`src/hw/rtl/tpa_pkg.sv`:
```
// Shared types and codes for the triangle primitive assembler.
package tpa_pkg;

    localparam int unsigned COORD_W = 32;

    // Request type carried in the low tuser bit
    typedef enum logic {
        REQ_BEGIN  = 1'b0,
        REQ_VERTEX = 1'b1
    } req_type_t;

    // Primitive kind chosen by a begin word
    typedef enum logic [1:0] {
        KIND_STRIP   = 2'd0,
        KIND_FAN     = 2'd1,
        KIND_LIST    = 2'd2,
        KIND_UNKNOWN = 2'd3
    } prim_kind_t;

    // Result status codes
    typedef enum logic {
        STATUS_TRIANGLE = 1'b0,
        STATUS_BAD_KIND = 1'b1
    } status_t;

    typedef logic signed [COORD_W-1:0] coord_t;

    // One input word, before and after the input register
    typedef struct packed {
        req_type_t  req_type;
        prim_kind_t prim_kind;
        coord_t     vert_x;
        coord_t     vert_y;
    } item_t;

    // One result word
    typedef struct packed {
        status_t status;
        coord_t  ax;
        coord_t  ay;
        coord_t  bx;
        coord_t  by_coord;
        coord_t  cx;
        coord_t  cy;
    } tri_t;

    // Handshake from the assembly logic to the input and output stages
    typedef struct packed {
        logic take;
        logic emit;
    } asm_ctrl_t;

endpackage

```
`src/hw/rtl/tpa_in_stage.sv`:
```
// Input register stage holding one accepted word.
module tpa_in_stage
    import tpa_pkg::*;
(
    input  logic      aclk,
    input  logic      aresetn,
    input  logic      in_valid_i,
    output logic      in_ready_o,
    input  item_t     in_item_i,
    input  asm_ctrl_t ctrl_i,
    output logic      valid_o,
    output item_t     item_o
);

    logic  valid_reg;
    logic  valid_next;
    item_t item_reg;
    logic  accept;

    // Refill while the held word moves on
    assign in_ready_o = !valid_reg || ctrl_i.take;
    assign accept     = in_valid_i && in_ready_o;

    always_comb begin
        valid_next = valid_reg;
        if (accept) begin
            valid_next = 1'b1;
        end else if (ctrl_i.take) begin
            valid_next = 1'b0;
        end
    end

    always_ff @(posedge aclk) begin
        if (!aresetn) begin
            valid_reg <= 1'b0;
        end else begin
            valid_reg <= valid_next;
        end
    end

    // Capture the payload on accept
    always_ff @(posedge aclk) begin
        if (accept) begin
            item_reg <= in_item_i;
        end
    end

    assign valid_o = valid_reg;
    assign item_o  = item_reg;

endmodule

```
`src/hw/rtl/tpa_assemble.sv`:
```
// Vertex stash, primitive kind and triangle selection.
module tpa_assemble
    import tpa_pkg::*;
(
    input  logic      aclk,
    input  logic      aresetn,
    input  logic      valid_i,
    input  item_t     item_i,
    input  logic      out_free_i,
    output asm_ctrl_t ctrl_o,
    output tri_t      tri_o
);

    prim_kind_t kind_reg,  kind_next;
    logic [1:0] held_reg,  held_next;
    coord_t     a_x_reg,   a_x_next;
    coord_t     a_y_reg,   a_y_next;
    coord_t     b_x_reg,   b_x_next;
    coord_t     b_y_reg,   b_y_next;
    logic       is_vertex;
    logic       bad_kind;
    logic       emit;
    logic       take;

    // Decide whether this word yields a result
    assign is_vertex = (item_i.req_type == REQ_VERTEX);
    assign bad_kind  = (kind_reg == KIND_UNKNOWN);
    assign emit      = valid_i && is_vertex && (bad_kind || (held_reg == 2'd2));
    assign take      = valid_i && (!emit || out_free_i);

    assign ctrl_o.take = take;
    assign ctrl_o.emit = emit;

    // Build the result word
    always_comb begin
        tri_o = '0;
        if (bad_kind) begin
            tri_o.status = STATUS_BAD_KIND;
        end else begin
            tri_o.status   = STATUS_TRIANGLE;
            tri_o.ax       = a_x_reg;
            tri_o.ay       = a_y_reg;
            tri_o.bx       = b_x_reg;
            tri_o.by_coord = b_y_reg;
            tri_o.cx       = item_i.vert_x;
            tri_o.cy       = item_i.vert_y;
        end
    end

    // Advance the stash when the word is taken
    always_comb begin
        kind_next = kind_reg;
        held_next = held_reg;
        a_x_next  = a_x_reg;
        a_y_next  = a_y_reg;
        b_x_next  = b_x_reg;
        b_y_next  = b_y_reg;
        if (take) begin
            if (!is_vertex) begin
                kind_next = item_i.prim_kind;
                held_next = 2'd0;
            end else if (!bad_kind) begin
                case (held_reg)
                    2'd0: begin
                        a_x_next  = item_i.vert_x;
                        a_y_next  = item_i.vert_y;
                        held_next = 2'd1;
                    end
                    2'd1: begin
                        b_x_next  = item_i.vert_x;
                        b_y_next  = item_i.vert_y;
                        held_next = 2'd2;
                    end
                    default: begin
                        if (kind_reg == KIND_LIST) begin
                            held_next = 2'd0;
                        end else begin
                            if (kind_reg == KIND_STRIP) begin
                                a_x_next = b_x_reg;
                                a_y_next = b_y_reg;
                            end
                            b_x_next = item_i.vert_x;
                            b_y_next = item_i.vert_y;
                        end
                    end
                endcase
            end
        end
    end

    always_ff @(posedge aclk) begin
        if (!aresetn) begin
            kind_reg <= KIND_UNKNOWN;
            held_reg <= 2'd0;
            a_x_reg  <= '0;
            a_y_reg  <= '0;
            b_x_reg  <= '0;
            b_y_reg  <= '0;
        end else begin
            kind_reg <= kind_next;
            held_reg <= held_next;
            a_x_reg  <= a_x_next;
            a_y_reg  <= a_y_next;
            b_x_reg  <= b_x_next;
            b_y_reg  <= b_y_next;
        end
    end

    // The stash never holds more than two vertices
    assert property (@(posedge aclk) disable iff (!aresetn) held_reg != 2'd3)
        else $error("held count out of range");

    // A taken begin word empties the stash
    assert property (@(posedge aclk) disable iff (!aresetn)
        (take && !is_vertex) |=> (held_reg == 2'd0))
        else $error("begin did not clear stash");

    // A vertex under an unknown kind leaves the stash untouched
    assert property (@(posedge aclk) disable iff (!aresetn)
        (take && is_vertex && bad_kind) |=> ($stable(held_reg) && $stable(a_x_reg)))
        else $error("unknown kind changed stash");

    // A stalled result holds the selection logic back
    assert property (@(posedge aclk) disable iff (!aresetn)
        (emit && !out_free_i) |-> !take)
        else $error("result dropped on stall");

endmodule

```
`src/hw/rtl/tpa_out_stage.sv`:
```
// Result register facing the downstream receiver.
module tpa_out_stage
    import tpa_pkg::*;
(
    input  logic      aclk,
    input  logic      aresetn,
    input  asm_ctrl_t ctrl_i,
    input  tri_t      tri_i,
    output logic      out_free_o,
    output logic      out_valid_o,
    input  logic      out_ready_i,
    output tri_t      tri_o
);

    logic valid_reg;
    logic valid_next;
    tri_t tri_reg;
    logic load;

    // Free once the held result is gone or leaves this cycle
    assign out_free_o = !valid_reg || out_ready_i;
    assign load       = ctrl_i.take && ctrl_i.emit;

    always_comb begin
        valid_next = valid_reg;
        if (load) begin
            valid_next = 1'b1;
        end else if (out_ready_i) begin
            valid_next = 1'b0;
        end
    end

    always_ff @(posedge aclk) begin
        if (!aresetn) begin
            valid_reg <= 1'b0;
        end else begin
            valid_reg <= valid_next;
        end
    end

    always_ff @(posedge aclk) begin
        if (load) begin
            tri_reg <= tri_i;
        end
    end

    assign out_valid_o = valid_reg;
    assign tri_o       = tri_reg;

endmodule

```
`src/hw/rtl/triangle_primitive_assembler_core.sv`:
```
// Top level of the triangle primitive assembler.
//
// Input stream: one word per begin or vertex. s_axis_tuser selects the request
// (bit 0, 0 = begin, 1 = vertex) and on begin the primitive kind (bits 2:1,
// strip, fan, list, unknown). s_axis_tdata carries the vertex x and y.
// Output stream: one word per assembled triangle, or a status word with
// m_axis_tuser set for a vertex that arrives under an unknown kind. Begin
// words and the first two vertices of a strip, fan or list give no output.
// A word is registered on input and its result is registered on output.
// Throughput: one word per cycle while the result register is free; the stash
// update is a single mux and register write, so the input register is refilled
// every cycle unless a result word waits for a busy result register.
// Reset (aresetn low, synchronous) empties both stages, clears the stash and
// sets the kind to unknown.
// When the receiver stalls the result register holds; the input register
// keeps taking words that produce no output, and backs up when the next one
// needs the result register.
module triangle_primitive_assembler_core
    import tpa_pkg::*;
(
    input  logic         aclk,
    input  logic         aresetn,
    input  logic         s_axis_tvalid,
    output logic         s_axis_tready,
    input  logic [63:0]  s_axis_tdata,   // vert_x, vert_y
    input  logic [2:0]   s_axis_tuser,   // req_type, prim_kind
    output logic         m_axis_tvalid,
    input  logic         m_axis_tready,
    output logic [191:0] m_axis_tdata,   // ax, ay, bx, by_coord, cx, cy
    output logic [0:0]   m_axis_tuser    // status
);

    item_t     in_item;
    item_t     held_item;
    logic      held_valid;
    asm_ctrl_t ctrl;
    tri_t      tri_comb;
    tri_t      tri_out;
    logic      out_free;

    // Unpack the input word
    always_comb begin
        in_item.req_type  = req_type_t'(s_axis_tuser[0]);
        in_item.prim_kind = prim_kind_t'(s_axis_tuser[2:1]);
        in_item.vert_x    = s_axis_tdata[31:0];
        in_item.vert_y    = s_axis_tdata[63:32];
    end

    tpa_in_stage u_in_stage (
        .aclk       (aclk),
        .aresetn    (aresetn),
        .in_valid_i (s_axis_tvalid),
        .in_ready_o (s_axis_tready),
        .in_item_i  (in_item),
        .ctrl_i     (ctrl),
        .valid_o    (held_valid),
        .item_o     (held_item)
    );

    tpa_assemble u_assemble (
        .aclk       (aclk),
        .aresetn    (aresetn),
        .valid_i    (held_valid),
        .item_i     (held_item),
        .out_free_i (out_free),
        .ctrl_o     (ctrl),
        .tri_o      (tri_comb)
    );

    tpa_out_stage u_out_stage (
        .aclk        (aclk),
        .aresetn     (aresetn),
        .ctrl_i      (ctrl),
        .tri_i       (tri_comb),
        .out_free_o  (out_free),
        .out_valid_o (m_axis_tvalid),
        .out_ready_i (m_axis_tready),
        .tri_o       (tri_out)
    );

    // Pack the result word, ax in the lowest bits
    assign m_axis_tdata = {tri_out.cy, tri_out.cx, tri_out.by_coord,
                           tri_out.bx, tri_out.ay, tri_out.ax};
    assign m_axis_tuser = tri_out.status;

endmodule

```
`config.mk`:
```
export PLATFORM = sky130hd
export DESIGN_NAME = triangle_primitive_assembler_core
export DESIGN_NICKNAME = d
export VERILOG_FILES = /design/src/hw/rtl/tpa_pkg.sv /design/src/hw/rtl/tpa_in_stage.sv /design/src/hw/rtl/tpa_assemble.sv /design/src/hw/rtl/tpa_out_stage.sv /design/src/hw/rtl/triangle_primitive_assembler_core.sv
export SDC_FILE = /design/constraint.sdc
export NUM_CORES = 1
export LEC_CHECK = 0
export ABC_CLOCK_PERIOD_IN_PS = 9400
export BUFFER_PORTS_ARGS = -buffer_cell sky130_fd_sc_hd__clkbuf_2
export CAP_MARGIN = 20
export CORE_ASPECT_RATIO = 0.75
export CORE_MARGIN = 2
export CORE_UTILIZATION = 45
export CTS_CLUSTER_SIZE = 28
export DETAILED_ROUTE_END_ITERATION = 8
export MAX_ROUTING_LAYER = met4
export PLACE_DENSITY = 0.78
export REMOVE_ABC_BUFFERS = 1
export SLEW_MARGIN = 10
export SYNTH_ARGS = -nofsm -noshare
export SYNTH_HDL_FRONTEND = slang
export SYNTH_SLANG_ARGS = --single-unit
export TNS_END_PERCENT = 20
```
`constraint.sdc`:
```
create_clock -name aclk -period 9.4 [get_ports aclk]
set_clock_uncertainty 0.05 [all_clocks]
set_input_delay 0.47 -clock aclk [delete_from_list [all_inputs] [get_ports aclk]]
set_output_delay 0.47 -clock aclk [all_outputs]
set_load 0.02 [all_outputs]
```
Yosys cells after proc, flatten, opt, wreduce, memory -nomap -nowiden
Index checks and enable logic that the tools add are counted.

operators by class
  mux-type cells = 19
  reduce and logical (&&, ||, !) cells = 21
  bitwise logic cells = 4
  equal/unequal tests = 8

operator list
  cell                count
  $pmux 32 s2         4
  $mux 32             6
  $eq 2x2->1 const B  3
  $mux 2              3
  $ne 2x2->1 const B  3
  $reduce_and 6->1    1
  $reduce_bool 2->1   3
  $logic_and 1x1->1   5
  $mux 1              5
  $reduce_and 5->1    1
  $logic_not 2->1     2
  $logic_or 1x1->1    4
  $ne 4x1->1 const B  1
  $not 1->1           4
  $pmux 2 s2          1
  $logic_not 1->1     3
  $reduce_and 3->1    1
  $eq 2x1->1 const B  1
  $reduce_and 2->1    1

storage, ports and cells
  flip-flop bits (word level) = 394
  logic and storage cells = 71
  input bits = 71

Depth between registers and ports, before layout
  depth in word-level cells = 9
  mapped depth = 6

Modules after synthesis
Synthesis repeated with hierarchy kept, for this count alone.

unflattened totals
  cell total of the unflattened synthesis = 1145
  area, all modules = 15404.8 um2

by module, submodules not included
  module         seq. area each (um2)  area an instance (um2)  cells an instance  instances
  tpa_assemble   2642.5                7487.2                  875                1
  tpa_out_stage  5815.6                5848.1                  198                1
  tpa_in_stage   2031.9                2069.5                  72                 1

Least setup slack after synthesis
No wires, ideal clock.

  kind = flip-flop to flip-flop
  start = register u_assemble.kind_reg[1]
  end = register u_out_stage.tri_reg (netlist bit u_out_stage.tri_o[0]), enable pin
  slack = -0.767 ns
  data arrival time = 9.346 ns
  setup time = 0.771 ns
  data required time = 8.579 ns
  period minus slack after synthesis = 10.167 ns
  buffers on the path = 1
  stages on the path, launching flop included = 5
  cells stage by stage = dfxtp_1 -> nand2_1 -> clkbuf_1 -> a21oi_1 -> nor2b_1

on the way
  word-level cells in the longest chain between the ends = 7

RTL lines
  element                 line                 text
  from (decl)             tpa_assemble.sv:14   prim_kind_t kind_reg, kind_next;
  from (signal assigned)  tpa_assemble.sv:100  kind_reg <= kind_next;
  $eq 2x2->1 (*)          tpa_assemble.sv:27   assign bad_kind = (kind_reg == KIND_UNKNOWN);
  $logic_or 1x1->1 (*)    tpa_assemble.sv:28   assign emit = valid_i && is_vertex && (bad_kind || (held_reg == 2'd2));
  $logic_and 1x1->1 (*)   tpa_assemble.sv:28
  $logic_not 1->1         tpa_assemble.sv:29   assign take = valid_i && (!emit || out_free_i);
  $logic_or 1x1->1        tpa_assemble.sv:29
  $logic_and 1x1->1       tpa_assemble.sv:29
  $logic_and 1x1->1 (*)   tpa_out_stage.sv:22  assign load = ctrl_i.take && ctrl_i.emit;
  net u_out_stage.load    tpa_out_stage.sv:18  logic load;
  to (signal assigned)    tpa_out_stage.sv:43  tri_reg <= tri_i;
  to (decl)               tpa_out_stage.sv:17  tri_t tri_reg;

The timed path passes the listed nets; every way through them passes the cells marked *.
A chain may end at the register's enable or synchronous reset.

Worst setup path in the final report
  start = register u_assemble.kind_reg[1]
  end = register u_out_stage.tri_reg (netlist bit u_out_stage.tri_o[134]), enable pin

The elaborated chain is that of the path after synthesis.

==> flow_metrics.env <==
export IMPL_crit_arrival_ns=3.63
export IMPL_worstPathMaxFanout=88
export IMPL_cts_resized=0
export IMPL_worst_slack_ns=5.873
export IMPL_hold_path_class="primary input to flip-flop"
export IMPL_routedWlPerCell_microns=16.90
export IMPL_vias=9085
export IMPL_ys_warn_count=0
export IMPL_placementRows=58
export IMPL_grt_pass1_vias=8750
export IMPL_r2r_cells=5
export IMPL_cts_tree="built"
export IMPL_finalCritPeriodShare=0.3752
export IMPL_cp_end_kind="flip-flop"
export IMPL_fin_nets=1455
export IMPL_grt_pass1_wl_microns=48390
export IMPL_cts_htree_levels=2
export IMPL_wl_microns=31550
export IMPL_ys_top_cells_by_area="edfxtp_1, dfxtp_1, mux2i_1, and2_1, nand2_1"
export IMPL_via_per_inst=4.866
export IMPL_dpl_cell_area_sq_um=16900
export IMPL_synth_seq_cells=394
export IMPL_drt_first_pass_iters=5
export IMPL_min_delay_worst_endpoint="u_in_stage.item_o[38]"
export IMPL_synth_top_cell_by_area="edfxtp_1"
export IMPL_post_cts_buffers=0
export IMPL_initial_core_util=0.4566
export IMPL_clk_latency_ns=0.53
export IMPL_drive_gt1_frac=0.2864
export IMPL_grt_start_max_net_pins=167
export IMPL_drt_iter0_markers=537
export IMPL_min_period_ns=3.527
export IMPL_synth_avg_cell_area_sq_um=13.44
export IMPL_path_clk_slew_ns=0.06
export IMPL_finalInstanceArea_sq_um=18220
export IMPL_die_height_microns=163.7
export IMPL_coreArea_sq_um=33530
export IMPL_fill_cells=2757
export IMPL_whs_path_depth=1
export IMPL_setup_viol=0
export IMPL_ys_seq_area_frac=0.6853
export IMPL_hpwl_microns=19020
export IMPL_slew_headroom=0.2621
export IMPL_regToRegEndpoint="u_out_stage.tri_o[134]"
export IMPL_grt_setup_unrepaired="false"
export IMPL_grt_ovfl_total=0
export IMPL_powerDensity_nw_per_um2=201.3
export IMPL_grt_antenna_before_repair=3
export IMPL_r2r_start="u_assemble.kind_reg[1]"
export IMPL_syn_area_sq_um=15310
export IMPL_peakVddDrop_mv=0.1350
export IMPL_areaGrowthSynthToFinish_pct=19.02
export IMPL_max_cap_violations=0
export IMPL_worst_slew_pin_transition_ns=1.107
export IMPL_num_io_pins=266
export IMPL_timing_fmax_mhz=283.5
export IMPL_r2r_setup_slack_ns=5.87
export IMPL_antenna_left=0
export IMPL_hold_viol=0
export IMPL_die_area_sq_um=35520
export IMPL_cts_buffer_depth=3
export IMPL_cts_made_buffers=39
export IMPL_port_buffers=265
export IMPL_critical_path_class="flip-flop to flip-flop"
export IMPL_synthCells=1139
export IMPL_synth_top_area_share=0.5101
export IMPL_drv_slew=0
export IMPL_worstHoldStart="s_axis_tdata[6]"
export IMPL_gp_congestion=0.7603
export IMPL_cts_root_buf="clkbuf_16"
export IMPL_required_ns=9.50
export IMPL_start_kind="flip-flop"
export IMPL_p_leak_nw=7.465
export IMPL_cts_hold_buffers=0
export IMPL_fin_setup_tns_ns=0
export IMPL_largest_register_ffs=193
export IMPL_place_ws_ns=5.848
export IMPL_cts_sinks=394
export IMPL_status="complete, no violations"
export IMPL_dieWidth_microns=217.0
export IMPL_synthDistinctLibCells=27
export IMPL_grtUsageTotal=0.1804
export IMPL_post_route_drc_count=0
-- kinds of logic after synthesis --
group	Yosys count	share of synthesized area
compound gates	8	0.003597
buf+inv	74	0.02918
flops	394	0.6853
mux	197	0.1341
simple gates	466	0.1478
-- synthesized netlist by cell type --
cell	number
nor2b_1	3
buf_4	1
nand3_1	1
nand2b_1	1
a21oi_1	2
a2111o_1	1
nor2_1	3
o21ai_0	2
dfxtp_1	134
mux2i_1	132
nand4b_1	1
clkbuf_1	51
buf_2	5
nor3_1	1
buf_6	6
and2_1	192
o21a_1	1
buf_12	7
mux2_2	65
nand2_1	262
and4bb_4	1
edfxtp_1	260
o2111ai_1	1
buf_1	1
inv_1	3
and3_1	1
a21boi_0	1
-- per-stage QoR --
| step | hold WS [ns] | std cells | utilization | power (mW) |
|---|---|---|---|---|
| finish | 0.05914 | 1867 | 0.5434 | 3.667 |
| global route | 0.03595 | 1867 | 0.5434 | 3.788 |
| detailed placement | 0.3970 | 1793 | 0.5040 | 2.116 |
| global placement | 0.3896 | 1793 | 0.5040 | 2.111 |
| CTS | 0.03256 | 1864 | 0.5432 | 3.704 |
| floorplan | 0.3834 | 1068 | - | 2.045 |
-- final cells by class --
cell class	count	area, sq um	share of cell area
Multi-Input combinational cell	671	4422	0.2427
Timing Repair Buffer	275	1410	0.07740
Sequential cell	394	10490	0.5758
Clock inverter	17	190.2	0.01044
Clock buffer	54	1125	0.06174
Tap cell	450	563.0	0.03090
Antenna cell	3	7.507	0.0004121
Inverter	3	11.26	0.0006181
-- how the worst max path moves through the flow --
stage / from / to / slack (ns) / depth (start not counted)
2_1_floorplan: u_assemble.kind_reg[0] / u_out_stage.tri_o[0] / -2.49 / 3
3_3_place_gp: u_assemble.kind_reg[1] / u_out_stage.tri_o[132] / 5.91 / 5
3_5_place_dp: u_assemble.kind_reg[1] / u_out_stage.tri_o[134] / 5.85 / 5
4_1_cts: u_assemble.kind_reg[1] / u_out_stage.tri_o[73] / 5.86 / 5
5_1_grt: u_assemble.kind_reg[1] / u_out_stage.tri_o[12] / 5.53 / 5
6_report: u_assemble.kind_reg[1] / u_out_stage.tri_o[134] / 5.87 / 5
-- per-layer routing --
metal,up-vias,share of wire,global-route usage
li1,4381,-,-
met1,4363,0.45,0.2428
met2,296,0.46,0.2820
met3,45,0.065,0.03556
met4,0,0.018,0.04732
met5,-,0,-
-- critical path, cell delays in order (launching register included) --
cell	delay, ns
dfxtp_1	0.43
nand2_4	0.45
a21oi_1	0.53
nor2b_4	0.23
buf_4	0.47
buf_4	0.83
-- power by group --
| part | switching, mW | leakage, nW | internal (mW) | total [mW] |
|---|---|---|---|---|
| sequential | 0.0212 | 3.62 | 1.88 | 1.91 |
| combinational | 0.113 | 3.20 | 0.0593 | 0.172 |
| clock | 0.641 | 0.645 | 0.948 | 1.59 |
| total | 0.775 | 7.47 | 2.89 | 3.67 |
-- placed cells by master, fill, tap and decap left out, types with 3 or more instances in the layout --
cell type / count
clkinv_2: 6
clkbuf_16: 41
diode_2: 3
inv_1: 3
clkinv_1: 4
dfxtp_1: 134
clkbuf_2: 264
clkbuf_8: 6
buf_4: 10
bufinv_16: 4
edfxtp_1: 260
and2_1: 192
clkbuf_1: 8
mux2_2: 65
nand2_1: 261
mux2i_1: 132
(Power assumes the default switching activity.)
